$ cat config.mk
export PLATFORM = sky130hd
export DESIGN_NAME = dbm_ram
export DESIGN_NICKNAME = d
export VERILOG_FILES = /design/src/sv/dbm_ram.sv
export SDC_FILE = /design/constraint.sdc
export NUM_CORES = 2
export LEC_CHECK = 0
export BUFFER_PORTS_ARGS = -buffer_cell sky130_fd_sc_hd__buf_2
export CAP_MARGIN = 10
export CORE_UTILIZATION = 34
export DETAILED_ROUTE_END_ITERATION = 10
export GPL_TIMING_DRIVEN = 0
export PLACE_DENSITY = 0.49
export SYNTH_ARGS = -nofsm -noshare
export SYNTH_HDL_FRONTEND = slang
export SYNTH_SLANG_ARGS = --single-unit
$ cat constraint.sdc
create_clock -name clk -period 3.4 [get_ports clk]
set_input_delay 0.85 -clock clk [delete_from_list [all_inputs] [get_ports clk]]
set_output_delay 0.85 -clock clk [all_outputs]
set_load 0.01 [all_outputs]
$ cat src/sv/dbm_ram.sv
`timescale 1ns / 1ps

module dbm_ram #(
  parameter int  WIDTH = 8,
  parameter int  DEPTH = 256,
  localparam int AW    = $clog2(DEPTH)
) (
  input  logic             clk,
  input  logic             wr_en,
  input  logic [AW-1:0]    wr_addr,
  input  logic [WIDTH-1:0] wr_data,
  input  logic             rd_en,
  input  logic [AW-1:0]    rd_addr,
  output logic [WIDTH-1:0] rd_data
);

  logic [WIDTH-1:0] mem_r [DEPTH];
  logic [WIDTH-1:0] rd_data_r;

  // Write port and registered read port; a read at the written address returns old data
  always_ff @(posedge clk) begin
    if (wr_en) begin
      mem_r[wr_addr] <= wr_data;
    end
    if (rd_en) begin
      rd_data_r <= mem_r[rd_addr];
    end
  end

  assign rd_data = rd_data_r;

endmodule

==> run metrics <==
status=finished, violations left; failing checks=setup timing; CORE AREA=around 230,000 um2; Routed WL=about 260,000 um; global routing usage on met1=between 30% and 40%; HP Class=in -> reg; share of cells above drive strength 1=approximately 26%; largest net degree at the start of global routing=147; top cell type's share of synthesized area=slightly below 80%; maximum VDD drop=~0.00042 V; Unique masters post-synth=54; register area share after synthesis=77.53%; fraction of registers with async set/reset=0%; Final nets=4,037; dominant synthesized flop cell=edfxtp_1; gate count after technology mapping=3,733; Synth Register Bits=between 2,000 and 2,500; Die Ht=between 400 and 500 um; WS Path Type=in -> reg; I/O Pins=35; Clk Latency, worst-skew pair=roughly 0.84 ns; Worst-path clk slew=about 0.060 ns; Fmax=roughly 280 MHz; Routed Antenna Nets=0; Final min period=~3.5 ns; cell taking the most area after synthesis=edfxtp_1; DRC errors left=0; Die Span X=486.0 um; Rows=177; CTS tree=built; Critical Path Sink Type=flop; ranking of synthesized cells by area=edfxtp_1 (78%), mux4_2 (13%), mux2i_1 (1.7%); Worst Path Max Fanout=10; number of synthesized flops with an enable pin=between 2,000 and 2,500; syn_nets=~3,800; initial antenna violation count=20; YS warnings=0; met3 GRT Util=4.438%; Fillers=20,838; Tcrit/Tclk final=103.7%; Syn Std Cell Area=between 70,000 and 80,000 um2; met2 Track Usage GR=34.98%; Syn Area/Cell=between 20 and 25 um2; crit path DAT=slightly above 4 ns; Pins Over Slew Limit=0; Slew @ Worst Pin=about 1.2 ns; hold_ws=roughly 0.36 ns; via count=a little over 40,000; Setup Viol. Count Final=87; first-pass GRT wire length=about 360,000 um; Initial Utilization=roughly a third; PortBufs=27; H-tree depth reported by CTS=4; GP Congestion=0.8812; critical path startpoint category=input pin; die area=about 240,000 um2; final hold vios=0; CP Data Required Time=slightly below 4 ns; Leakage=approximately 28 nW; TritonRoute pass-1 iters=6; Placed Area=around 85,000 um2; Clock Tree Buf Depth=3; GRT Residual Overflow=0; CTS Buf Count=210; CTS Hold Bufs=0; PD cells=a little under 600 nW/um2; clock sinks=between 2,000 and 2,500; wire per inst=~36 um; PnR worst setup slack=-0.1262 ns; layer with the highest usage=met2; RSZ-0062 raised after global routing=true; gr usage total=~22%; Starting DRT DRC Count=5,645; area grow syn2layout=15.34%; DP HPWL=roughly 180,000 um; Final Skew=~0.025 ns; final instance area=91,850 um2; Slew HR=between 15 and 20%; vias in the first global route=between 40,000 and 50,000; max_cap viols=0; total chip power=between 50 and 60 mW; vias per cell=between 5 and 6; Root Buffer=clkbuf_16
flip-flops by register name, indices dropped and copies added (netlist names):
name / flops
rd_data: 8
mem_r: 2048
power by group:
| group | switching (mW) | internal [mW] | leakage (nW) |
|---|---|---|---|
| clock | 9.97 | 12.6 | 3.20 |
| combinational | 2.24 | 0.989 | 6.35 |
| sequential | 0.0137 | 28.0 | 18.5 |
| total | 12.2 | 41.6 | 28.0 |
cell type report:
class                           instances  area [um2]  area share [%]
Inverter                                2       7.507        0.008173
Clock inverter                        120        1042           1.135
Antenna cell                            4       10.01         0.01090
Multi-Input combinational cell       1442       17000           18.51
Timing Repair Buffer                   65       943.4           1.027
Buffer                                233        1650           1.797
Sequential cell                      2056       61740           67.22
Tap cell                             3132        3919           4.266
Clock buffer                          263        5539           6.030
cells by family (layout without fill, tap and decap cells):
| logic type | Yosys count | after routing | synth area share [%] |
|---|---|---|---|
| mux | 591 | 591 | 14.60 |
| buf+inv | 235 | 683 | 1.829 |
| simple gates | 466 | 466 | 2.625 |
| other cells | 0 | 4 | 0 |
| compound gates | 385 | 385 | 3.416 |
| flops | 2056 | 2056 | 77.53 |
what timing repair did:
item | CTS | global route
setup buffers | 3 | 0
endpoints found under the setup margin | 8 | 83
gates resized for setup | 153 | 40
cloned | 0 | 0
pin swaps | 4 | 1
placed cells by master, fill, tap and decap left out, types with 11 or more instances in the layout:
cell,instances
a211oi_1,14
a21oi_1,93
a22oi_1,132
buf_1,12
buf_12,11
buf_16,18
buf_2,44
buf_4,42
buf_6,26
buf_8,28
bufinv_16,15
clkbuf_1,93
clkbuf_16,214
clkbuf_2,61
clkinv_1,46
clkinv_2,40
edfxtp_1,2056
mux2i_1,134
mux4_2,454
nand2_1,33
nand3_1,33
nor2_1,269
nor2_2,12
nor2b_1,29
nor3_2,11
nor4_4,13
o221ai_1,44
o22ai_1,28
cells in the mapped netlist (3+ instances only):
library cell	number
edfxtp_1	2056
mux4_2	454
nor2_1	282
mux2i_1	134
a22oi_1	133
clkbuf_1	111
a21oi_1	96
o221ai_1	46
nand3_1	34
nand2_1	33
buf_2	31
nor2b_1	31
o22ai_1	28
buf_4	27
nor4_1	24
buf_1	22
nor3_1	22
buf_6	21
a211oi_1	16
a221oi_1	13
buf_8	13
nand4_1	10
o211ai_1	10
o21ai_0	10
a22o_1	8
buf_12	8
nand2b_1	8
and2_1	6
o22a_1	5
o32ai_1	4
or2_2	4
nor4_2	3
stage by stage:
step | util (%) | setup TNS [ns] | instances | setup slack, ns
floorplan | - | 0 | 3733 | 0.4739
global placement | 35.96 | -5448.52 | 6892 | -3.165
detailed placement | 36.32 | -773.20 | 6927 | -2.603
CTS | 39.43 | 0 | 7313 | 0.004177
global route | 39.46 | -0.9820 | 7315 | -0.04637
finish | 39.46 | -3.326 | 7317 | -0.1262
path summary, 6_finish.rpt:
check,from,to,slack [ns],cells past startpoint
worst max-delay path,rd_addr[5],rd_data[1],-0.13,7
worst min-delay path,rd_en,rd_data[4],0.36,1
worst max register to register,mem_r[135][2],rd_data[2],0.50,7
worst min register to register,mem_r[40][3],rd_data[3],1.41,6
metal layers:
layer	vias up	routed length (um)
li1	16311	-
met1	22625	110500
met2	1900	123800
met3	344	21030
met4	2	7361
met5	-	13
critical path: stages:
cell and delay [ns]:
buf_2 0.40, buf_2 0.55, nand2b_1 0.34, clkbuf_1 0.75, a21oi_1 0.25, nor4_4 0.72
nor4_4 0.12
Power figures use the tool's default switching activity.
